File: config.mk
export PLATFORM = sky130hd
export DESIGN_NAME = qrm_sums
export DESIGN_NICKNAME = d
export VERILOG_FILES = /design/src/hw/rtl/qrm_pkg.sv /design/src/hw/rtl/qrm_sums.sv
export SDC_FILE = /design/constraint.sdc
export NUM_CORES = 2
export LEC_CHECK = 0
export BUFFER_PORTS_ARGS = -buffer_cell sky130_fd_sc_hd__buf_2
export CAP_MARGIN = 10
export CORE_MARGIN = 2
export CORE_UTILIZATION = 35
export DETAILED_ROUTE_END_ITERATION = 16
export SLEW_MARGIN = 20
export SYNTH_ARGS = -nofsm -noshare
export SYNTH_HDL_FRONTEND = slang
export SYNTH_SLANG_ARGS = --single-unit
File: constraint.sdc
create_clock -name clk -period 5.1 [get_ports clk]
set_input_delay 1.02 -clock clk [delete_from_list [all_inputs] [get_ports clk]]
set_output_delay 1.02 -clock clk [all_outputs]
set_load 0.01 [all_outputs]
File: src/hw/rtl/qrm_pkg.sv
// Shared types and constants for the quaternion to rotation matrix pipeline.
package qrm_pkg;

  localparam int unsigned NUM_ENTRIES  = 9;
  localparam int unsigned NUM_PRODUCTS = 10;

  // product slots
  localparam int unsigned P_XX = 0;
  localparam int unsigned P_YY = 1;
  localparam int unsigned P_ZZ = 2;
  localparam int unsigned P_WW = 3;
  localparam int unsigned P_XY = 4;
  localparam int unsigned P_XZ = 5;
  localparam int unsigned P_YZ = 6;
  localparam int unsigned P_WX = 7;
  localparam int unsigned P_WY = 8;
  localparam int unsigned P_WZ = 9;

  typedef struct packed {
    logic valid;
    logic degen;
  } qrm_ctl_t;

endpackage

File: src/hw/rtl/qrm_sums.sv
// Squared norm and entry numerators, then sign and magnitude split.
module qrm_sums #(
  parameter int COMPONENT_WIDTH = 18
) (
  input  logic                                clk,
  input  logic                                rst,
  input  qrm_pkg::qrm_ctl_t                   ctl_i,
  input  logic signed [2*COMPONENT_WIDTH-1:0] prod [qrm_pkg::NUM_PRODUCTS],
  output qrm_pkg::qrm_ctl_t                   ctl_o,
  output logic [2*COMPONENT_WIDTH+1:0]        norm,
  output logic [2*COMPONENT_WIDTH+1:0]        mag [qrm_pkg::NUM_ENTRIES],
  output logic                                neg [qrm_pkg::NUM_ENTRIES]
);
  localparam int NW = 2 * COMPONENT_WIDTH + 2;

  qrm_pkg::qrm_ctl_t    ctl_a;
  logic signed [NW-1:0] xx, yy, zz, ww, xy, xz, yz, wx, wy, wz;
  logic signed [NW-1:0] num_next [qrm_pkg::NUM_ENTRIES];
  logic signed [NW-1:0] num [qrm_pkg::NUM_ENTRIES];
  logic [NW-1:0]        norm3;

  // every numerator magnitude is bounded by the norm, so NW bits never overflow
  always_comb begin
    xx = NW'(prod[qrm_pkg::P_XX]);
    yy = NW'(prod[qrm_pkg::P_YY]);
    zz = NW'(prod[qrm_pkg::P_ZZ]);
    ww = NW'(prod[qrm_pkg::P_WW]);
    xy = NW'(prod[qrm_pkg::P_XY]);
    xz = NW'(prod[qrm_pkg::P_XZ]);
    yz = NW'(prod[qrm_pkg::P_YZ]);
    wx = NW'(prod[qrm_pkg::P_WX]);
    wy = NW'(prod[qrm_pkg::P_WY]);
    wz = NW'(prod[qrm_pkg::P_WZ]);
    num_next[0] = xx + ww - yy - zz;
    num_next[1] = (xy - wz) <<< 1;
    num_next[2] = (xz + wy) <<< 1;
    num_next[3] = (xy + wz) <<< 1;
    num_next[4] = yy + ww - xx - zz;
    num_next[5] = (yz - wx) <<< 1;
    num_next[6] = (xz - wy) <<< 1;
    num_next[7] = (yz + wx) <<< 1;
    num_next[8] = zz + ww - xx - yy;
  end

  // stage A: norm and signed numerators
  always_ff @(posedge clk) begin
    if (rst) begin
      ctl_a <= '0;
    end else begin
      ctl_a <= ctl_i;
    end
    norm3 <= $unsigned(xx + yy + zz + ww);
    for (int i = 0; i < qrm_pkg::NUM_ENTRIES; i++) begin
      num[i] <= num_next[i];
    end
  end

  // stage B: sign and magnitude
  always_ff @(posedge clk) begin
    if (rst) begin
      ctl_o <= '0;
    end else begin
      ctl_o <= ctl_a;
    end
    norm <= norm3;
    for (int i = 0; i < qrm_pkg::NUM_ENTRIES; i++) begin
      neg[i] <= num[i][NW-1];
      mag[i] <= num[i][NW-1] ? $unsigned(-num[i]) : $unsigned(num[i]);
    end
  end
endmodule

==> results.yml <==
outcome:
  outcome: "finished clean"
timing:
  holdWs_ns: 0.322
  fin_crit_ns: 4.82
  period_share: 0.945
  rsz0062_at_grt: "false"
  slew_violations: 0
  finalHoldViolCount: 0
  clock_skew_ns: 0.0312
  setup_viol: 0
  tightest_slew_ns: 1.06
  slew_headroom: 0.286
  fmax_mhz: 207
floorplan:
  pin_count: 755
  core_area_um2: 136000
  start_util: 0.354
  chipWidth_um: 374
  rows: 135
  die_area_um2: 140000
  die_h_um: 374
placed_design:
  dp_hpwl_um: 126000
  globalplace.congestion: 0.951
  io_buffers: 748
synthesis:
  syn_avg_cell_area_um2: 9.28
  netlist_instances: 5175
  ys_types: 74
  synthArstFlopShare: 0
  synth-edff-count: 0
  syn-cell-area_um2: 48000
  ys_ff_latch: 755
  synth.yosys.seq_area_share: 0.315
  ys.warnings.count: 0
  ys.flop_type: "dfxtp_1"
worst_setup_path:
  worstPathCellList: "buf_2 > inv_1 > fa_1 > inv_1 > fa_1 > inv_1 > ha_1 > inv_1 > fa_1 > nor2b_1 > o21a_1 > o21ai_0 > a211oi_1 > buf_4 > o21ai_0 > o21a_1 > o21ai_0 > buf_4 > a211oi_1 > o21ai_0 > xor2_1"
  r2r_end: "mag[69]"
  worst_ep_required_time_ns: 5.67
  crit_fanout: 4
  critPathKind: "input port to flip-flop"
  r2r_slack_ns: 1.20
  end_kind: "flip-flop"
  cp-start-kind: "input port"
  max_stage_delay_ns: 0.54
  cp_slowest_cell: "fa_1"
  cp.arrival_ns: 5.39
  cp_num_buf_inv: 7
  path_depth: 21
  critical_path.top_delay_family: "compound AO/OA/AOI/OAI gates"
  r2r-start: "num[1][128]"
  r2r_cells: 9
finish:
  layout.nets: 7028
  final_common_cell: "dfxtp_1"
  fillers: 13500
  syn2layout_area_growth_pct: 19.4
  layout_common_cells: "dfxtp_1, buf_2, inv_1, xnor2_1, ha_1"
  drive_above_1_share: 0.176
  finalCoreUtilization: 0.422
grt:
  grt.total_usage: 0.205
  grt_pass1_wl_um: 224000
  antenna_found_initial: 26
  grt_max_degree: 40
  grt_overflow: 0
  grt_pass1_vias: 39000
cts:
  cts_root_buf: "clkbuf_16"
  cts.htree.levels: 3
  cts-resized-gates: 0
  clock-sinks: 755
  cts_inserted_buffers: 86
  cts_tree: "built"
  clk_path_buf_depth: 3
  cts_setup_buffers: 0
  ctsHoldBuffers: 0
  clk_latency_ns: 0.70
  clkTransAtPathRegs_ns: 0.06
power:
  comb_power_share: 0.417
  p_int_mw: 17.2
  switching_share: 0.387
  p_clk_frac: 0.227
  p_per_area_nw_per_um2: 490
  p_leak_nw: 26.4
  p_seq_frac: 0.356
  ir_drop_uv: 350
  power_switching_mw: 10.9
drt:
  firstDrtPassIters: 6
  wl_um: 148000
  detail-route-antenna-nets: 0
  wire_per_inst_um: 18.9
  drtIter0Drc: 2632
  vias: 39600
  drc_errors: 0
  viasPerCell: 5.04
min_path:
  min_to: "norm[1]"
  hold_depth: 0
  hold_start: "norm3[1]"
  hold_path_class: "flip-flop to flip-flop"
flow_run:
  cap_viol_max_count: 0
worst max path at each step:
stage / from / endpoint
after CTS: prod[252] / num[1][34]
final: prod[252] / num[1][34]
after global routing: prod[252] / num[1][34]
after detailed placement: prod[252] / num[1][34]
after floorplan: prod[222] / num[0][33]
after global placement: prod[252] / num[1][34]
synth_stat cells, drive strengths merged (12+ instances only):
master | instances | area, µm²
dfxtp | 755 | 15100
inv | 690 | 2590
xnor2 | 549 | 4810
ha | 376 | 4700
a21oi | 339 | 1700
fa | 298 | 5970
o21ai | 253 | 1270
nor2 | 244 | 916
nand2 | 202 | 758
a21o | 148 | 1110
clkbuf | 131 | 492
o31ai | 114 | 866
xor2 | 86 | 753
o21bai | 83 | 623
nor3 | 74 | 370
or4 | 71 | 552
nand3 | 69 | 345
o41ai | 64 | 576
nand2b | 63 | 394
nor2b | 49 | 307
or3 | 49 | 307
o21a | 39 | 293
a31oi | 38 | 238
a211oi | 37 | 278
nand4 | 35 | 219
nor4 | 31 | 194
and3 | 30 | 188
or2 | 21 | 131
buf | 19 | 105
and2 | 17 | 106
o211ai | 15 | 113
a2111oi | 14 | 123
and4 | 12 | 105
power by group through the flow:
stage	sequential [mW]	combinational (mW)	clock [mW]
after floorplan	10.0	6.94	0
after global placement	10.1	11.6	0
after detailed placement	10.1	11.6	0
after CTS	10.0	11.7	6.54
after global routing	10.2	12.9	6.76
final	10.0	11.7	6.37
registers in the layout (all words and copies together), names as in the netlist:
| register | cells |
|---|---|
| ctl_a | 2 |
| num | 333 |
| mag | 333 |
| norm3 | 38 |
| norm | 38 |
| ctl_o | 2 |
| neg | 9 |
through the flow:
stage	setup TNS (ns)	instances	power [mW]	setup WS (ns)	cell area, µm²
after CTS	0	7838	28.3	0.394	57300
after floorplan	0	5180	17.0	0.267	48000
after global placement	-2.13	7683	21.7	-0.269	54400
final	0	7848	28.1	0.278	57300
after detailed placement	-3.17	7683	21.7	-0.337	54400
after global routing	0	7843	29.9	0.0766	57300
routing by layer:
metal,GRT usage,wire length (µm)
met5,0,100
met4,0.0870,6430
met3,0.0382,9080
met2,0.330,67300
met1,0.269,65600
layout make-up:
cell class	instances	area, µm²	share of cell area
clock inverter	40	465	0.00812
tap	1781	2230	0.0389
multi-input combinational	3582	29700	0.519
inverter	693	2600	0.0454
clock buffer	115	2470	0.0431
antenna	10	25.0	0.000437
timing repair buffer	872	4690	0.0818
sequential	755	15100	0.264
cell families (layout without fill, tap and decap cells):
family,after synthesis,in the layout,share of synthesized area
fa+ha+maj,674,674,0.222
mux,1,1,0.000208
other cells,1,16,0.0000781
buf+inv,843,1720,0.0666
flops,755,755,0.315
simple gates,989,989,0.106
xor+xnor,635,635,0.116
compound gates,1277,1277,0.175
(Power assumes the default switching activity.)
