$ cat config.mk
export PLATFORM = sky130hd
export DESIGN_NAME = qrm_div_stage
export DESIGN_NICKNAME = d
export VERILOG_FILES = /design/src/hw/rtl/qrm_pkg.sv /design/src/hw/rtl/qrm_div_stage.sv
export SDC_FILE = /design/constraint.sdc
export NUM_CORES = 1
export LEC_CHECK = 0
export BUFFER_PORTS_ARGS = -buffer_cell sky130_fd_sc_hd__buf_2
export CAP_MARGIN = 20
export CORE_AREA = 2 2 428 430
export CTS_CLUSTER_DIAMETER = 60
export DETAILED_ROUTE_END_ITERATION = 7
export DIE_AREA = 0 0 430 432
export GPL_ROUTABILITY_DRIVEN = 0
export MAX_ROUTING_LAYER = met4
export PLACE_DENSITY = 0.43
export SYNTH_ARGS = -nofsm -noshare
export SYNTH_HDL_FRONTEND = slang
export SYNTH_SLANG_ARGS = --single-unit
export TNS_END_PERCENT = 5
$ cat constraint.sdc
create_clock -name clk -period 9.39 [get_ports clk]
set_clock_uncertainty 0.2 [all_clocks]
set_input_delay 0.4695 -clock clk [delete_from_list [all_inputs] [get_ports clk]]
set_output_delay 0.4695 -clock clk [all_outputs]
set_load 0.02 [all_outputs]
$ cat src/hw/rtl/qrm_pkg.sv
// Shared types and constants for the quaternion to rotation matrix pipeline.
package qrm_pkg;

  localparam int unsigned NUM_ENTRIES  = 9;
  localparam int unsigned NUM_PRODUCTS = 10;

  // product slots
  localparam int unsigned P_XX = 0;
  localparam int unsigned P_YY = 1;
  localparam int unsigned P_ZZ = 2;
  localparam int unsigned P_WW = 3;
  localparam int unsigned P_XY = 4;
  localparam int unsigned P_XZ = 5;
  localparam int unsigned P_YZ = 6;
  localparam int unsigned P_WX = 7;
  localparam int unsigned P_WY = 8;
  localparam int unsigned P_WZ = 9;

  typedef struct packed {
    logic valid;
    logic degen;
  } qrm_ctl_t;

endpackage

$ cat src/hw/rtl/qrm_div_stage.sv
// One restoring division step for all nine entries.
module qrm_div_stage #(
  parameter int COMPONENT_WIDTH = 18,
  parameter bit SHIFT           = 1'b1
) (
  input  logic                         clk,
  input  logic                         rst,
  input  qrm_pkg::qrm_ctl_t            ctl_i,
  input  logic [2*COMPONENT_WIDTH+1:0] norm_i,
  input  logic [2*COMPONENT_WIDTH+1:0] rem_i [qrm_pkg::NUM_ENTRIES],
  input  logic [COMPONENT_WIDTH-1:0]   q_i   [qrm_pkg::NUM_ENTRIES],
  input  logic                         neg_i [qrm_pkg::NUM_ENTRIES],
  output qrm_pkg::qrm_ctl_t            ctl_o,
  output logic [2*COMPONENT_WIDTH+1:0] norm_o,
  output logic [2*COMPONENT_WIDTH+1:0] rem_o [qrm_pkg::NUM_ENTRIES],
  output logic [COMPONENT_WIDTH-1:0]   q_o   [qrm_pkg::NUM_ENTRIES],
  output logic                         neg_o [qrm_pkg::NUM_ENTRIES]
);
  localparam int NW = 2 * COMPONENT_WIDTH + 2;

  logic [NW-1:0] rem_s [qrm_pkg::NUM_ENTRIES];

  always_comb begin
    for (int i = 0; i < qrm_pkg::NUM_ENTRIES; i++) begin
      rem_s[i] = SHIFT ? {rem_i[i][NW-2:0], 1'b0} : rem_i[i];
    end
  end

  always_ff @(posedge clk) begin
    if (rst) begin
      ctl_o <= '0;
    end else begin
      ctl_o <= ctl_i;
    end
    norm_o <= norm_i;
    for (int i = 0; i < qrm_pkg::NUM_ENTRIES; i++) begin
      neg_o[i] <= neg_i[i];
      if (rem_s[i] >= norm_i) begin
        rem_o[i] <= rem_s[i] - norm_i;
        q_o[i]   <= {q_i[i][COMPONENT_WIDTH-2:0], 1'b1};
      end else begin
        rem_o[i] <= rem_s[i];
        q_o[i]   <= {q_i[i][COMPONENT_WIDTH-2:0], 1'b0};
      end
    end
  end
endmodule

==> results of run 1 <==
worst max-delay path by stage:
stage | end | slack (ps) | cells past startpoint
final | rem_o[8] | 3940 | 13
after detailed placement | rem_o[170] | 3860 | 13
after global routing | rem_o[8] | 3780 | 13
after CTS | rem_o[170] | 4060 | 14
after global placement | rem_o[168] | 3870 | 13
after floorplan | rem_o[249] | 5610 | 15
through the flow:
| step | power [uW] | util | hold WS (ps) |
|---|---|---|---|
| final | 9528 | 0.2754 | 85.77 |
| after global routing | 9972 | 0.2752 | 45.33 |
| after CTS | 9646 | 0.2746 | 0.9585 |
| after detailed placement | 5750 | 0.2271 | 373.2 |
| after global placement | 5757 | 0.2269 | 371.6 |
| after floorplan | 4550 | - | 297.2 |
layer usage:
metal / share of wire / wire length [um]
met5: 0 / 0
met4: 0.071 / 13800
met3: 0.056 / 10820
met2: 0.51 / 97980
met1: 0.37 / 71080
layout make-up:
| type | count | area [sq um] |
|---|---|---|
| flip-flops and latches | 553 | 11070 |
| well taps | 2385 | 2984 |
| repair buffers | 1674 | 11220 |
| inverters | 155 | 581.8 |
| diodes | 50 | 125.1 |
| multi-input cells | 2934 | 20780 |
| fillers | 19420 | 131700 |
| clock buffers | 118 | 2603 |
| clock inverters | 52 | 683.2 |
state kept, by name, indices dropped and copies added (netlist names):
name    flops
rem_o     342
ctl_o       2
q_o       162
neg_o       9
norm_o     38
critical path, cell delays in order:
cell and delay [ps]:
dlygate4sd3_1 570, buf_2 140, inv_1 510, buf_4 320
ha_1 240, o21ai_1 140, a211oi_1 420, nor3_1 140
o31ai_1 570, nor4b_1 650, o22ai_4 400, buf_4 380
o21ai_0 790
cell families (layout without fill, tap and decap cells):
kind of cell	Yosys count	count (layout)	share of synthesized area
compound gates	1217	1217	0.2372
simple gates	958	958	0.1381
flops	553	553	0.3369
fa+ha+maj	351	351	0.1357
xor+xnor	276	276	0.07356
buf+inv	263	1999	0.03267
mux	132	132	0.04588
other cells	0	50	0
report_power, final:
| part | switching, uW | internal, uW | total, uW |
|---|---|---|---|
| registers | 158 | 2670 | 2830 |
| clock network | 1420 | 2200 | 3610 |
| logic | 1920 | 1170 | 3090 |
cell usage in the layout, fill, tap and decap left out, types with 48 or more instances in the layout:
| master | Yosys | routed |
|---|---|---|
| buf_2 | 20 | 1089 |
| dfxtp_1 | 553 | 553 |
| dlygate4sd3_1 | 0 | 534 |
| a21oi_1 | 355 | 353 |
| ha_1 | 342 | 342 |
| nand2_1 | 318 | 318 |
| o21ai_0 | 263 | 263 |
| nor2_1 | 245 | 243 |
| a21o_1 | 196 | 196 |
| xnor2_1 | 168 | 168 |
| inv_1 | 151 | 146 |
| xor2_1 | 108 | 108 |
| mux2_2 | 108 | 108 |
| clkbuf_16 | 0 | 94 |
| nand3_1 | 73 | 73 |
| diode_2 | 0 | 50 |
| o21bai_1 | 49 | 49 |
| buf_4 | 5 | 49 |
| nor2b_1 | 48 | 48 |
==> impl_metrics.tcl, run 1 <==
set metrics [dict create \
    initialDrtViolationCount 2583 \
    start_util 0.1808 \
    die_w_um 430 \
    grt_max_degree 67 \
    post_cts_buffers 0 \
    worstPathRequired_ps 9720 \
    vdd_ir_drop_max_mv 0.1436 \
    die_y_um 432 \
    ys_warn_count 0 \
    worstHoldStart "rem_i[24]" \
    cts_resized 0 \
    yosysUniqueCellTypes 94 \
    hold_buffers 534 \
    grt-ovfl-total 0 \
    fmax_ghz 0.1835 \
    start_kind "input pin" \
    final_cells 7921 \
    cts-root-buf "clkbuf_16" \
    post-place-ws_ps 3856 \
    use_met1 0.2151 \
    hold_viol 0 \
    use_met3 0.02875 \
    leakage_uw 0.02335 \
    rsz0062_at_grt "false" \
    dp.cells 7166 \
    yosys.area.top_type_share 0.3369 \
    relSlewSlack 0.3670 \
    dp_hpwl_um 151000 \
    syn_area_sq_um 32860 \
    finalSetupViolCount 0 \
    core_area_sq_um 181700 \
    cp.arrival_ps 5780 \
    end_kind "flop" \
    ant_nets 0 \
    area_growth_syn_to_layout_pct 52.31 \
    hold_class "in -> reg" \
    wl_per_cell_um 24.45 \
    fin_crit_ps 5451 \
    clkTransAtPathRegs_ps 60 \
    viasPerCell 4.554 \
    worstHoldEndpoint "rem_o[25]" \
    grt_pass1_vias 34910 \
    drc 0 \
    row_count 157 \
    critPathLaunch "norm_i[5]" \
    fin_crit_sh 0.5805 \
    antenna_found_initial 61 \
    synthTopCellsByCount "dfxtp_1, a21oi_1, ha_1" \
    cts_buffers 92 \
    synthTopCellsByArea "dfxtp_1, ha_1, a21oi_1" \
    syn_inst 3750 \
    path_class "in -> reg" \
    status "finished, final reports clean" \
    tritoncts "done" \
    yosysSeqAreaShare 0.3369 \
    placedInstanceArea_sq_um 41260 \
    async_flop_share 0 \
    fp.dieArea_sq_um 185800 \
    synth_edf_count 0 \
    syn_area_per_cell_sq_um 8.763 \
    slew_viol_final 0 \
    setup_slack_ps 3939 \
    ys_seq_elements 553 \
    cp_max_fo 44 \
    final_area_sq_um 50050 \
    busiest_layer "met2" \
    layout-drive-gt1-share 0.2674 \
    tns_ps 0 \
    h-tree-depth 3 \
    cts_num_sinks 553 \
    grt_pass1_wl_um 261400 \
    nets 6316 \
    min_path_cells 3 \
    drt-pass1-iter-count 6 \
    grt_use_total 0.2049 \
    port_buffers 1089 \
    cts_buffer_depth 3 \
    io_pins 1108 \
    synth_flop_cell "dfxtp_1" \
    power.density_nw_per_um2 190.4 \
    yosys.area.top_type "dfxtp_1" \
    tightest_slew_ps 939.6 \
    num_vias 36070 \
    met2_usage 0.3587 \
    max-cap-violations 0 \
    yosysMostFrequentCell "dfxtp_1" \
    wl_um 193700 \
    synth_fp_nets 4656 \
]
No activity file was read; power rests on OpenSTA's default activity.
==> run 2, diff against run 1 <==
--- a/config.mk
+++ b/config.mk
@@ -5,6 +5,7 @@
 export SDC_FILE = /design/constraint.sdc
 export NUM_CORES = 1
 export LEC_CHECK = 0
+export ABC_AREA = 1
 export BUFFER_PORTS_ARGS = -buffer_cell sky130_fd_sc_hd__buf_2
 export CAP_MARGIN = 20
 export CORE_AREA = 2 2 428 430
@@ -13,7 +14,7 @@
 export DIE_AREA = 0 0 430 432
 export GPL_ROUTABILITY_DRIVEN = 0
 export MAX_ROUTING_LAYER = met4
-export PLACE_DENSITY = 0.43
+export PLACE_DENSITY = 0.49
 export SYNTH_ARGS = -nofsm -noshare
 export SYNTH_HDL_FRONTEND = slang
 export SYNTH_SLANG_ARGS = --single-unit
==> constraint.sdc (replaced) <==
create_clock -name clk -period 5.1 [get_ports clk]
set_clock_uncertainty 0.2 [all_clocks]
set_input_delay 0.255 -clock clk [delete_from_list [all_inputs] [get_ports clk]]
set_output_delay 0.255 -clock clk [all_outputs]
set_load 0.02 [all_outputs]
==> impl_metrics.tcl, run 2 <==
set metrics [dict create \
    worstHoldEndpoint "q_o[8]" \
    hold_viol 0 \
    max-cap-violations 0 \
    cp_max_fo 21 \
    yosysMostFrequentCell "nand2_1" \
    port_buffers 1089 \
    grt_pass1_wl_um 345300 \
    fp.dieArea_sq_um 185800 \
    fin_crit_ps 4277 \
    rsz0062_at_grt "false" \
    core_area_sq_um 181700 \
    ys_warn_count 0 \
    ant_nets 0 \
    yosysUniqueCellTypes 36 \
    grt_pass1_vias 50640 \
    area_growth_syn_to_layout_pct 42.41 \
    start_kind "input pin" \
    power.density_nw_per_um2 293.1 \
    tns_ps 0 \
    grt-ovfl-total 0 \
    cp_slowest_cell "inv_2" \
    hold_buffers 728 \
    utilization 0.3393 \
    drc 0 \
    power_uw 18070 \
    slew_viol_final 0 \
    wl_per_cell_um 21.63 \
    path_class "in -> reg" \
    syn_inst 7131 \
    cp.arrival_ps 4660 \
    post_cts_buffers 0 \
    finalSetupViolCount 0 \
    nets 9891 \
    yosys.area.top_type_share 0.2557 \
    cts_buffer_depth 3 \
    relSlewSlack 0.2382 \
    worstPathCellList "dlygate4sd3_1 -> buf_2 -> inv_2 -> ha_1 -> nand2_1 -> inv_1 -> nand2_1 -> nand2_1 -> a21oi_2 -> nand2_1 -> nand2_1 -> nand4_2 -> buf_4 -> nand2_1 -> nand2_1 -> dlygate4sd3_1" \
    layout_commonest_cell "nand2_1" \
    largest_register_ff_count 342 \
    cts-root-buf "clkbuf_16" \
    num_vias 52720 \
    viasPerCell 4.583 \
    syn_area_per_cell_sq_um 6.072 \
    antenna_found_initial 52 \
    start_util 0.2383 \
    cts_buffers 87 \
    vdd_ir_drop_max_mv 0.2178 \
    dp_hpwl_um 197200 \
    path_buf_inv 6 \
    initialDrtViolationCount 3965 \
    io_pins 1108 \
    cpPeakStageDelay_ps 780 \
    cp_top_family "buffers and inverters" \
    ys_seq_elements 553 \
    worstPathRequired_ps 5490 \
    die_w_um 430 \
    synth_edf_count 0 \
    yosys.area.top_type "dfxtp_1" \
    row_count 157 \
    tightest_slew_ps 1143 \
    drt-pass1-iter-count 6 \
    synth_flop_cell "dfxtp_1" \
    die_y_um 432 \
    layout-drive-gt1-share 0.1739 \
    fin_crit_sh 0.8385 \
    syn_area_sq_um 43300 \
    async_flop_share 0 \
    leakage_uw 0.03389 \
    placedInstanceArea_sq_um 51220 \
    cts_resized 0 \
    cts_num_sinks 553 \
    clkTransAtPathRegs_ps 60 \
    final_area_sq_um 61660 \
    reg.largest.list "rem_o: 342 flops, q_o: 162 flops, norm_o: 38 flops" \
    top_register "rem_o" \
    end_kind "flop" \
    synthTopCellsByArea "dfxtp_1, nand2_1, ha_1" \
    final_cell_mix "nand2_1, buf_2, inv_1, dlygate4sd3_1, nor2_1" \
    yosysSeqAreaShare 0.2557 \
    hold_class "in -> reg" \
    worstHoldStart "q_i[7]" \
    synthTopCellsByCount "nand2_1, inv_1, nor2_1" \
    synth_fp_nets 8037 \
    tritoncts "done" \
    fmax_ghz 0.2338 \
    h-tree-depth 3 \
    status "finished, final reports clean" \
    min_path_cells 2 \
    cp_common_cell "nand2_1" \
    grt_use_total 0.2640 \
    grt_max_degree 55 \
    wl_um 248900 \
]
-- run 2: cell count changes after synthesis, moves of 108 or more --
cell and change:
a21o_1 -184, mux2_2 -108, nand3_2 +114, nor2_1 +416
nand3_1 +553, inv_1 +911, a21oi_1 -127, nand2_1 +2530
xnor2_1 -159, o21ai_0 -202
-- run 2: kinds of logic after synthesis --
logic type	after synthesis	synth area share
AO/OA/AOI/OAI	363	0.04601
XOR/XNOR	173	0.03500
adder cells (fa/ha/maj)	351	0.1030
buffers and inverters	1181	0.1145
flip-flops	553	0.2557
AND/OR/NAND/NOR	4510	0.4458
-- run 2: routing by layer --
metal / part of all wire / global-route usage / wire length [um]
met5: 0 / - / 0
met1: 0.36 / 0.2655 / 90080
met3: 0.060 / 0.04530 / 15050
met2: 0.48 / 0.4466 / 119000
met4: 0.099 / 0.2264 / 24710
-- run 2: how the worst max path moves through the flow --
stage	to	cells past startpoint	startpoint
2_1_floorplan	rem_o[66]	12	norm_i[0]
3_3_place_gp	rem_o[341]	14	norm_i[16]
3_5_place_dp	rem_o[187]	14	norm_i[33]
4_1_cts	rem_o[270]	16	norm_i[21]
5_1_grt	rem_o[270]	16	norm_i[21]
6_report	rem_o[270]	16	norm_i[21]
-- run 2: power by group --
part / internal (uW) / switching, uW / total [uW]
logic: 2230 / 4450 / 6680
registers: 4920 / 335 / 5260
clock network: 3550 / 2570 / 6130
total: 10700 / 7370 / 18100
-- run 2: cell type report --
class / instances / area [sq um]
multi-input combinational: 5397 / 27270
tap: 2385 / 2984
antenna: 59 / 147.6
fill: 19740 / 120000
inverter: 1084 / 4069
sequential: 553 / 11070
clock inverter: 55 / 604.3
timing repair buffer: 1862 / 13110
clock buffer: 108 / 2396
-- run 2: metrics by stage --
| stage | hold WS (ps) | setup WS [ps] | std cells |
|---|---|---|---|
| floorplan | 82.72 | 2509 | 7131 |
| global placement | 157.9 | 1067 | 10550 |
| detailed placement | 158.8 | 1186 | 10550 |
| CTS | 1.537 | 974.3 | 11440 |
| global route | 23.80 | 770.5 | 11480 |
| finish | 62.83 | 823.4 | 11500 |
