===== config.mk =====
export PLATFORM = sky130hd
export DESIGN_NAME = qrm_round
export DESIGN_NICKNAME = d
export VERILOG_FILES = /design/src/hw/rtl/qrm_pkg.sv /design/src/hw/rtl/qrm_round.sv
export SDC_FILE = /design/constraint.sdc
export NUM_CORES = 1
export LEC_CHECK = 0
export ABC_AREA = 1
export BUFFER_PORTS_ARGS = -buffer_cell sky130_fd_sc_hd__buf_2
export CAP_MARGIN = 20
export CORE_MARGIN = 2
export CORE_UTILIZATION = 45
export CTS_CLUSTER_SIZE = 30
export DETAILED_ROUTE_END_ITERATION = 10
export MAX_ROUTING_LAYER = met4
export PLACE_DENSITY_LB_ADDON = 0.1
export SKIP_LAST_GASP = 1
export SYNTH_ARGS = -nofsm -noshare
export SYNTH_HDL_FRONTEND = slang
export SYNTH_SLANG_ARGS = --single-unit
export TNS_END_PERCENT = 50

===== constraint.sdc =====
create_clock -name clk -period 5.95 [get_ports clk]
set_clock_uncertainty 0.1 [all_clocks]
set_input_delay 0.8925 -clock clk [delete_from_list [all_inputs] [get_ports clk]]
set_output_delay 0.8925 -clock clk [all_outputs]
set_load 0.02 [all_outputs]

===== src/hw/rtl/qrm_pkg.sv =====
// Shared types and constants for the quaternion to rotation matrix pipeline.
package qrm_pkg;

  localparam int unsigned NUM_ENTRIES  = 9;
  localparam int unsigned NUM_PRODUCTS = 10;

  // product slots
  localparam int unsigned P_XX = 0;
  localparam int unsigned P_YY = 1;
  localparam int unsigned P_ZZ = 2;
  localparam int unsigned P_WW = 3;
  localparam int unsigned P_XY = 4;
  localparam int unsigned P_XZ = 5;
  localparam int unsigned P_YZ = 6;
  localparam int unsigned P_WX = 7;
  localparam int unsigned P_WY = 8;
  localparam int unsigned P_WZ = 9;

  typedef struct packed {
    logic valid;
    logic degen;
  } qrm_ctl_t;

endpackage


===== src/hw/rtl/qrm_round.sv =====
// Round half away from zero, apply sign, identity override for zero input.
module qrm_round #(
  parameter int COMPONENT_WIDTH = 18
) (
  input  logic                              clk,
  input  logic                              rst,
  input  qrm_pkg::qrm_ctl_t                 ctl_i,
  input  logic [COMPONENT_WIDTH-1:0]        q_i   [qrm_pkg::NUM_ENTRIES],
  input  logic                              neg_i [qrm_pkg::NUM_ENTRIES],
  output qrm_pkg::qrm_ctl_t                 ctl_o,
  output logic signed [COMPONENT_WIDTH-1:0] ent   [qrm_pkg::NUM_ENTRIES]
);
  localparam int W = COMPONENT_WIDTH;
  localparam logic [W-1:0] ONE = W'(1) << (W - 2);

  logic [W:0]   qr_sum [qrm_pkg::NUM_ENTRIES];
  logic [W-1:0] qr     [qrm_pkg::NUM_ENTRIES];

  always_comb begin
    for (int i = 0; i < qrm_pkg::NUM_ENTRIES; i++) begin
      qr_sum[i] = {1'b0, q_i[i]} + (W + 1)'(1);
      qr[i]     = qr_sum[i][W:1];
    end
  end

  always_ff @(posedge clk) begin
    if (rst) begin
      ctl_o <= '0;
    end else begin
      ctl_o <= ctl_i;
    end
    for (int i = 0; i < qrm_pkg::NUM_ENTRIES; i++) begin
      if (ctl_i.degen) begin
        ent[i] <= (i % 4 == 0) ? ONE : '0;
      end else begin
        ent[i] <= neg_i[i] ? -qr[i] : qr[i];
      end
    end
  end
endmodule


==> results.sh, run 1 <==
export IMPL_cts_buffer_depth=2
export IMPL_outcome="finished, final reports clean"
export IMPL_area_growth_pct=20.9
export IMPL_total_power_mw=3.13
export IMPL_seq_area_frac_synth_pct=25.9
export IMPL_cts_tree="built"
export IMPL_synth_area_mm2=0.0127
export IMPL_start_util_pct=45.6
export IMPL_p_leak_nw=7.88
export IMPL_crit_type="in -> reg"
export IMPL_vias=14700
export IMPL_post_route_period_util_pct=42.1
export IMPL_drive_gt1_share_pct=20.3
export IMPL_grt_usage_pct=26.6
export IMPL_cp_slowest_stage_delay_ns=0.36
export IMPL_powerDensity_mw_per_mm2=204
export IMPL_antenna_found_initial=14
export IMPL_ir_worst_vdd_v=0.000135
export IMPL_rows=61
export IMPL_p_seq_share_pct=38.7
export IMPL_numCtsBuffers=17
export IMPL_critPathRequiredTime_ns=6.14
export IMPL_syn_area_per_cell_um2=5.72
export IMPL_wire_per_inst_um=13.2
export IMPL_critPathLaunchType="input pin"
export IMPL_comb_power_share_pct=26.4
export IMPL_drtAntennaViolNets=0
export IMPL_maxCapViolCount=0
export IMPL_die_w_um=172
export IMPL_clockRootBuffer="clkbuf_16"
export IMPL_p_sw_mw=1.08
export IMPL_setup_viol_count_final=0
export IMPL_grt_setup_unrepaired="false"
export IMPL_synth_warnings=0
export IMPL_globalRouteOverflowTotal=0
export IMPL_crit_slowest_cell="xnor2_1"
export IMPL_grt_max_degree=64
export IMPL_post_route_drc_count=0
export IMPL_via_per_inst=4.99
export IMPL_crit_family="simple AND/OR/NAND/NOR gates"
export IMPL_grt_pass1_wl_um=61400
export IMPL_cp_endpoint="ent[160]"
export IMPL_post_cts_setup_buffers=0
export IMPL_die_area_mm2=0.0295
export IMPL_cp_depth=11
export IMPL_crit_path_end_kind="flip-flop"
export IMPL_p_clk_share_pct=34.9
export IMPL_num_io_pins=339
export IMPL_final_net_count=2731
export IMPL_syn_inst=2214
export IMPL_cp_buffers_inverters=1
export IMPL_cp_cell_sequence="buf_2 -> ha_1 -> xnor2_1 -> ha_1 -> nand2_1 -> nor2_2 -> nand3_2 -> nor2_1 -> nand2_1 -> nand3_1 -> nand3_1"
export IMPL_globalplace_congestion=0.946
export IMPL_cts_sinks=164
export IMPL_timing_setup_tns_ns=0
export IMPL_final_cells=2942
export IMPL_setup_slack_ns=3.44
export IMPL_worst_pin_slew_ns=0.656
export IMPL_max_slew_margin_pct=56.3
export IMPL_final_max_slew_viol_count=0
export IMPL_hold_viol_final=0
export IMPL_die_height_um=172
export IMPL_power_internal_mw=2.04
export IMPL_ctsHtreeMaxLevel=4
export IMPL_cts_hold_buf=0
export IMPL_hp_class="in -> reg"
export IMPL_crit_path_start="q_i[144]"
export IMPL_max_freq_ghz=0.399
export IMPL_path_clk_slew_ns=0.07
export IMPL_dr_pass1_iters=5
export IMPL_syn_nets=2407
export IMPL_path_max_fanout=5
export IMPL_drt_wl_total_um=38800
export IMPL_core_mm2=0.0278
export IMPL_port_buffers=338
export IMPL_swShare_pct=34.6
export IMPL_cts_resized=0
export IMPL_grt_pass1_vias=13000
export IMPL_pre_cts_ws_ns=3.04
export IMPL_dp_hpwl_um=31400
export IMPL_arrival_ns=2.69
export IMPL_drt_iter0_drc=913
export IMPL_min_period_ns=2.51
export IMPL_synth_seq_cells=164
export IMPL_synthDistinctLibCells=37
export IMPL_dp_cells=2897
==> through the flow <==
step	hold slack [ns]	util [%]	cell area (um2)
after floorplan	0.864	-	12700
after global placement	0.967	52.9	14700
after detailed placement	0.971	52.9	14700
after CTS	0.493	55.0	15300
after global routing	0.486	55.1	15300
final	0.516	55.1	15300
==> flip-flops by register name, indices dropped and copies added, names as in the netlist <==
register	count
ctl_o	2
ent	162
==> power groups by stage <==
stage,logic [mW],registers [mW],clock network (mW)
4_1_cts,0.823,1.21,1.12
2_1_floorplan,0.421,1.34,0
3_3_place_gp,0.812,1.24,0
5_1_grt,0.925,1.22,1.17
6_report,0.825,1.21,1.09
3_5_place_dp,0.819,1.24,0
==> cell type report <==
type	instances	area, um2
clock inverters	13	144
inverters	245	922
flip-flops and latches	164	3280
clock buffers	18	439
multi-input cells	1770	8320
fillers	3005	12500
diodes	14	35.0
repair buffers	340	1710
well taps	378	473
==> placed cells by master (no fill, tap or decap), types with 4 or more instances in the layout <==
cell and n:
nand3_1 162, nor2_1 355, inv_1 233, ha_1 18, diode_2 14, inv_2 6, nand2_1 694, nand3_2 19
xnor2_1 12, o21ai_1 13, and3_1 7, clkinv_4 5, nand3b_1 23, nand4_1 46, o21a_1 15, o21ai_0 102
inv_6 4, dfxtp_1 164, o21ai_2 13, o211ai_1 9, clkinv_1 5, a21oi_1 102, o21bai_1 4, nor2_2 37
nor2_4 16, clkbuf_16 17, buf_2 338, nand2_2 50, nor3_1 61
==> worst min-delay path by stage <==
stage / start / to / slack [ns] / depth (start not counted)
detailed placement: rst / ctl_o[1] / 0.97 / 2
global placement: rst / ctl_o[1] / 0.97 / 2
global route: rst / ctl_o[1] / 0.49 / 2
CTS: rst / ctl_o[1] / 0.49 / 2
floorplan: rst / ctl_o[1] / 0.86 / 1
finish: rst / ctl_o[1] / 0.52 / 2
==> cells in the mapped netlist (all sizes together) <==
cell type  instances  area share [%]
nand2            746              23
nor2             408              14
inv              240             7.1
nand3            181             7.9
dfxtp            164              26
o21ai            128             5.4
a21oi            103             4.1
nor3              61             2.4
nand4             46             2.3
clkbuf            24            0.79
nand3b            23             1.4
ha                18             1.8
o21a              15            0.89
xnor2             12            0.83
buf               11            0.39
o211ai             9            0.53
and3               7            0.35
clkinv             5            0.15
o21bai             5            0.33
xor2               3            0.21
a21boi             1           0.059
a31oi              1           0.049
and2               1           0.049
nor3b              1           0.059
nor4               1           0.049
==> kinds of logic (layout without fill, tap and decap cells) <==
family / count (synthesis) / after routing / share of synthesized area [%]
buffers and inverters: 280 / 616 / 8.44
and+or+nand+nor: 1475 / 1475 / 51.4
DFF: 164 / 164 / 25.9
AOI/OAI and AO/OA: 262 / 262 / 11.4
other: 0 / 14 / 0
adders and majority gates: 18 / 18 / 1.78
xor gates and xnor gates: 15 / 15 / 1.04
==> layer usage <==
metal	GRT usage (%)	up-vias	wire, um
met1	32.9	6409	17600
met3	7.23	57	2970
met5	-	-	0
li1	-	7779	-
met2	42.4	445	17300
met4	8.04	0	870
Power figures use the tool's default switching activity.
==> inputs of run 2 (changes only) <==
==> constraint.sdc (replaced) <==
create_clock -name clk -period 2.5 [get_ports clk]
set_clock_uncertainty 0.1 [all_clocks]
set_input_delay 0.375 -clock clk [delete_from_list [all_inputs] [get_ports clk]]
set_output_delay 0.375 -clock clk [all_outputs]
set_load 0.02 [all_outputs]
==> run 2 against run 1 <==
Hold slack worse by 0.44 ns; global-route usage down 0.11 points; non-clock buffer count rose by 11; critical endpoint is now ent[16]; largest power group unchanged.
==> results.sh, run 2 (synthesis gave the netlist of run 1 again) <==
export IMPL_post_cts_setup_buffers=0
export IMPL_powerDensity_mw_per_mm2=485
export IMPL_die_area_mm2=0.0295
export IMPL_cts_sinks=164
export IMPL_crit_family="simple AND/OR/NAND/NOR gates"
export IMPL_via_per_inst=4.95
export IMPL_dr_pass1_iters=7
export IMPL_grt_pass1_vias=12900
export IMPL_maxCapViolCount=0
export IMPL_die_w_um=172
export IMPL_globalRouteOverflowTotal=0
export IMPL_timing_setup_tns_ns=0
export IMPL_top_register="ent"
export IMPL_ctsHtreeMaxLevel=4
export IMPL_post_route_drc_count=0
export IMPL_area_growth_pct=21.6
export IMPL_maxUsedRoutingLayer="met4"
export IMPL_crit_path_start="q_i[0]"
export IMPL_setup_viol_count_final=0
export IMPL_start_util_pct=45.6
export IMPL_route_met3_wl_um=2970
export IMPL_rows=61
export IMPL_critPathLaunchType="input pin"
export IMPL_stdcell_area_mm2=0.0154
export IMPL_cts_resized=0
export IMPL_mostFrequentLayoutCell="nand2_1"
export IMPL_crit_type="in -> reg"
export IMPL_path_clk_slew_ns=0.07
export IMPL_numCtsBuffers=17
export IMPL_path_common_cell="nand2_1"
export IMPL_drive_gt1_share_pct=20.6
export IMPL_cp_cell_sequence="buf_2 -> ha_1 -> xnor2_1 -> ha_1 -> nand2_1 -> nor2_1 -> nand3_1 -> nand2_1 -> nand2_1 -> clkinv_1 -> nand2_1 -> nand2_1 -> nand3_1"
export IMPL_die_height_um=172
export IMPL_num_io_pins=339
export IMPL_final_net_count=2742
export IMPL_clockRootBuffer="clkbuf_16"
export IMPL_cp_slowest_stage_delay_ns=0.31
export IMPL_wl_met2_um=17100
export IMPL_top_regs="ent (162), ctl_o (2)"
export IMPL_drtAntennaViolNets=0
export IMPL_grt_pass1_wl_um=61600
export IMPL_post_route_period_util_pct=78.9
export IMPL_crit_slowest_cell="xnor2_1"
export IMPL_max_slew_margin_pct=62.0
export IMPL_min_period_ns=1.97
export IMPL_port_buffers=338
export IMPL_wl_met1_um=17500
export IMPL_grt_usage_pct=26.5
export IMPL_arrival_ns=2.18
export IMPL_outcome="finished, final reports clean"
export IMPL_p_leak_nw=7.93
export IMPL_dp_hpwl_um=31000
export IMPL_largest_reg_flops=162
export IMPL_core_mm2=0.0278
export IMPL_path_max_fanout=6
export IMPL_fillers=2896
export IMPL_cts_buffer_depth=2
export IMPL_antenna_found_initial=11
export IMPL_drt_iter0_drc=957
export IMPL_max_freq_ghz=0.507
export IMPL_vias=14600
export IMPL_ir_worst_vdd_v=0.000381
export IMPL_cp_buffers_inverters=2
export IMPL_final_max_slew_viol_count=0
export IMPL_hold_viol_final=0
export IMPL_worst_pin_slew_ns=0.570
export IMPL_wire_per_inst_um=13.0
export IMPL_place_area_mm2=0.0148
export IMPL_drt_wl_total_um=38200
export IMPL_critPathRequiredTime_ns=2.71
export IMPL_cts_tree="built"
export IMPL_final_util_pct=55.4
export IMPL_hp_class="in -> reg"
export IMPL_grt_setup_unrepaired="false"
export IMPL_layout_common_cells="nand2_1 (694), nor2_1 (355), buf_2 (338), inv_1 (233), dfxtp_1 (164)"
export IMPL_globalplace_congestion=0.972
export IMPL_hold_path_startpoint="ctl_i[1]"
export IMPL_crit_path_end_kind="flip-flop"
export IMPL_grt_max_degree=43
[run 2: per-stage QoR]
stage | cells | setup slack [ns] | hold slack, ns | power (mW)
6_report | 2950 | 0.528 | 0.0756 | 7.48
5_1_grt | 2950 | 0.281 | 0.0750 | 7.90
4_1_cts | 2939 | 0.588 | 0.0730 | 7.53
3_5_place_dp | 2907 | 0.152 | 0.454 | 4.90
3_3_place_gp | 2907 | 0.172 | 0.450 | 4.89
2_1_floorplan | 2214 | 0.484 | 0.346 | 4.19
[run 2: path summary, 6_finish.rpt]
path              cells past startpoint        to  slack [ns]
hold / removal                        3  ctl_o[1]        0.08
setup / recovery                     13   ent[16]        0.53
[run 2: area by class of cell]
cell class | count | area, um2 | share of cell area (%)
multi-input cells | 1770 | 8320 | 54.0
flip-flops and latches | 164 | 3280 | 21.3
well taps | 378 | 473 | 3.07
clock inverters | 13 | 140 | 0.910
clock buffers | 18 | 439 | 2.85
inverters | 245 | 922 | 5.99
diodes | 11 | 27.5 | 0.179
repair buffers | 351 | 1800 | 11.7
[run 2: routing by layer]
metal / vias to the layer above / global-route usage (%)
li1: 7788 / -
met1: 6375 / 33.8
met5: - / -
met2: 395 / 42.1
met3: 34 / 6.83
met4: 0 / 6.21
[run 2: what timing repair did]
action                                 in CTS  in global routing
endpoints found under the hold margin       1                  0
hold buffers                                1                  0
setup endpoints to repair                   0                  0
[run 2: power by group]
group	switching [mW]	internal (mW)
Combinational	1.34	0.643
Clock	1.19	1.43
Sequential	0.0576	2.81
==> inputs of run 3 (changes only) <==
==> constraint.sdc (replaced) <==
create_clock -name clk -period 1.7 [get_ports clk]
set_clock_uncertainty 0.1 [all_clocks]
set_input_delay 0.255 -clock clk [delete_from_list [all_inputs] [get_ports clk]]
set_output_delay 0.255 -clock clk [all_outputs]
set_load 0.02 [all_outputs]
==> run 3 against run 2 <==
Sequential share of layout area is 3.5 points lower; combinational power is 86% higher; highest routed layer unchanged; largest power group unchanged; routed wire length is 11% higher; count of clock-buffer cells in the layout is 1 higher.
==> results.sh, run 3 (synthesis gave the netlist of run 1 again) <==
export IMPL_p_sw_mw=4.01
export IMPL_p_leak_nw=9.68
export IMPL_globalRouteOverflowTotal=0
export IMPL_critPathRequiredTime_ns=1.95
export IMPL_vias=16200
export IMPL_dr_pass1_iters=7
export IMPL_cts_buffer_depth=2
export IMPL_worst_pin_slew_ns=0.589
export IMPL_area_growth_pct=45.6
export IMPL_path_max_fanout=4
export IMPL_port_buffers=338
export IMPL_hp_class="in -> reg"
export IMPL_grt_pass1_vias=14800
export IMPL_grt_setup_unrepaired="true"
export IMPL_num_io_pins=339
export IMPL_wire_per_inst_um=12.9
export IMPL_core_mm2=0.0278
export IMPL_post_route_period_util_pct=92.3
export IMPL_setup_viol_count_final=0
export IMPL_max_freq_ghz=0.637
export IMPL_critPathLaunchType="input pin"
export IMPL_die_height_um=172
export IMPL_clockRootBuffer="clkbuf_16"
export IMPL_start_util_pct=45.6
export IMPL_die_w_um=172
export IMPL_arrival_ns=1.82
export IMPL_rows=61
export IMPL_grt_max_degree=53
export IMPL_dp_cells=3257
export IMPL_grt_pass1_wl_um=66600
export IMPL_cts_tree="built"
export IMPL_dp_hpwl_um=34600
export IMPL_drt_wl_total_um=42500
export IMPL_comb_power_share_pct=31.8
export IMPL_ir_worst_vdd_v=0.000615
export IMPL_powerDensity_mw_per_mm2=631
export IMPL_hold_viol_final=0
export IMPL_setup_slack_ns=0.130
export IMPL_drive_gt1_share_pct=32.0
export IMPL_crit_slowest_cell="ha_4"
export IMPL_top_regs="ent (162), ctl_o (2)"
export IMPL_crit_type="in -> reg"
export IMPL_timing_setup_tns_ns=0
export IMPL_via_per_inst=4.89
export IMPL_final_cells=3306
export IMPL_post_route_drc_count=0
export IMPL_top_register="ent"
export IMPL_pre_cts_ws_ns=-0.341
export IMPL_path_clk_slew_ns=0.06
export IMPL_mostFrequentLayoutCell="nand2_1"
export IMPL_die_area_mm2=0.0295
export IMPL_final_net_count=3093
export IMPL_outcome="finished, final reports clean"
export IMPL_crit_path_end_kind="flip-flop"
export IMPL_globalplace_congestion=0.925
export IMPL_numCtsBuffers=17
export IMPL_path_common_cell="nand2_1"
export IMPL_power_internal_mw=7.64
export IMPL_final_max_slew_viol_count=0
export IMPL_antenna_found_initial=15
export IMPL_cts_sinks=164
export IMPL_p_clk_share_pct=31.8
export IMPL_grt_usage_pct=28.6
export IMPL_max_slew_margin_pct=60.8
export IMPL_drtAntennaViolNets=0
export IMPL_largest_reg_flops=162
export IMPL_ctsHtreeMaxLevel=4
export IMPL_min_period_ns=1.57
export IMPL_cp_cell_sequence="buf_2 -> ha_4 -> nand2_1 -> nor2_4 -> nand2_1 -> nand2_2 -> nand3_1 -> nor2_2 -> nand3_2 -> nand2_2 -> nand3_1 -> nand2_1 -> nand2_1 -> nor2_1"
export IMPL_cp_slowest_stage_delay_ns=0.18
export IMPL_drt_iter0_drc=955
export IMPL_p_seq_share_pct=36.3
export IMPL_layout_common_cells="nand2_1 (684), buf_4 (358), nor2_1 (341), buf_2 (337), inv_1 (233)"
export IMPL_cp_buffers_inverters=1
export IMPL_crit_family="simple AND/OR/NAND/NOR gates"
export IMPL_swShare_pct=34.4
export IMPL_maxCapViolCount=0
[run 3: changes by cell type in the layout (fill, tap and decap cells not counted), sizes merged]
cell         delta
clkinvlp        +1
clkinv          +3
diode           +4
bufinv          -1
inv             -3
dlygate4sd3     +1
clkbuf          +2
buf           +349
[run 3: final timing paths]
| kind | from | endpoint | slack [ns] | depth (start not counted) |
|---|---|---|---|---|
| min | ctl_i[0] | ctl_o[0] | 0.08 | 3 |
| max | q_i[36] | ent[49] | 0.13 | 14 |
[run 3: what timing repair did]
action                                 in CTS  in global routing
setup endpoints to repair                   0                 45
hold buffers                                2                  0
setup buffers                               0                  0
resized for setup                           0                 39
endpoints found under the hold margin       2                  0
[run 3: power groups by stage]
stage / Clock, mW / Sequential, mW / Combinational, mW
6_report: 3.71 / 4.23 / 3.71
5_1_grt: 3.92 / 4.25 / 4.10
4_1_cts: 3.77 / 4.23 / 3.67
3_5_place_dp: 0 / 4.32 / 3.64
3_3_place_gp: 0 / 4.32 / 3.58
2_1_floorplan: 0 / 4.69 / 1.54
[run 3: area by class of cell]
type / instances / area (um2)
multi-input combinational: 1770 / 8700
sequential: 164 / 3280
timing repair buffer: 702 / 4480
clock inverter: 13 / 98.8
tap: 378 / 473
antenna: 15 / 37.5
clock buffer: 19 / 453
fill: 2680 / 9340
inverter: 245 / 923
[run 3: layer usage]
metal / track usage (%) / share of wire [%] / routed length, um / vias up
met5: - / 0 / 0 / -
met4: 9.50 / 2.7 / 1160 / 0
met3: 5.82 / 6.0 / 2550 / 72
met2: 50.7 / 49 / 20700 / 419
met1: 32.1 / 42 / 18100 / 7187
li1: - / - / - / 8499
[run 3: stage by stage]
stage	util, %	area [um2]	power, mW	hold slack [ns]
final	66.4	18400	11.6	0.0795
after global routing	66.4	18400	12.3	0.0997
after CTS	65.8	18300	11.7	0.0696
after global placement	63.8	17700	7.89	0.324
after floorplan	-	12900	6.23	0.226
after detailed placement	63.8	17700	7.96	0.331
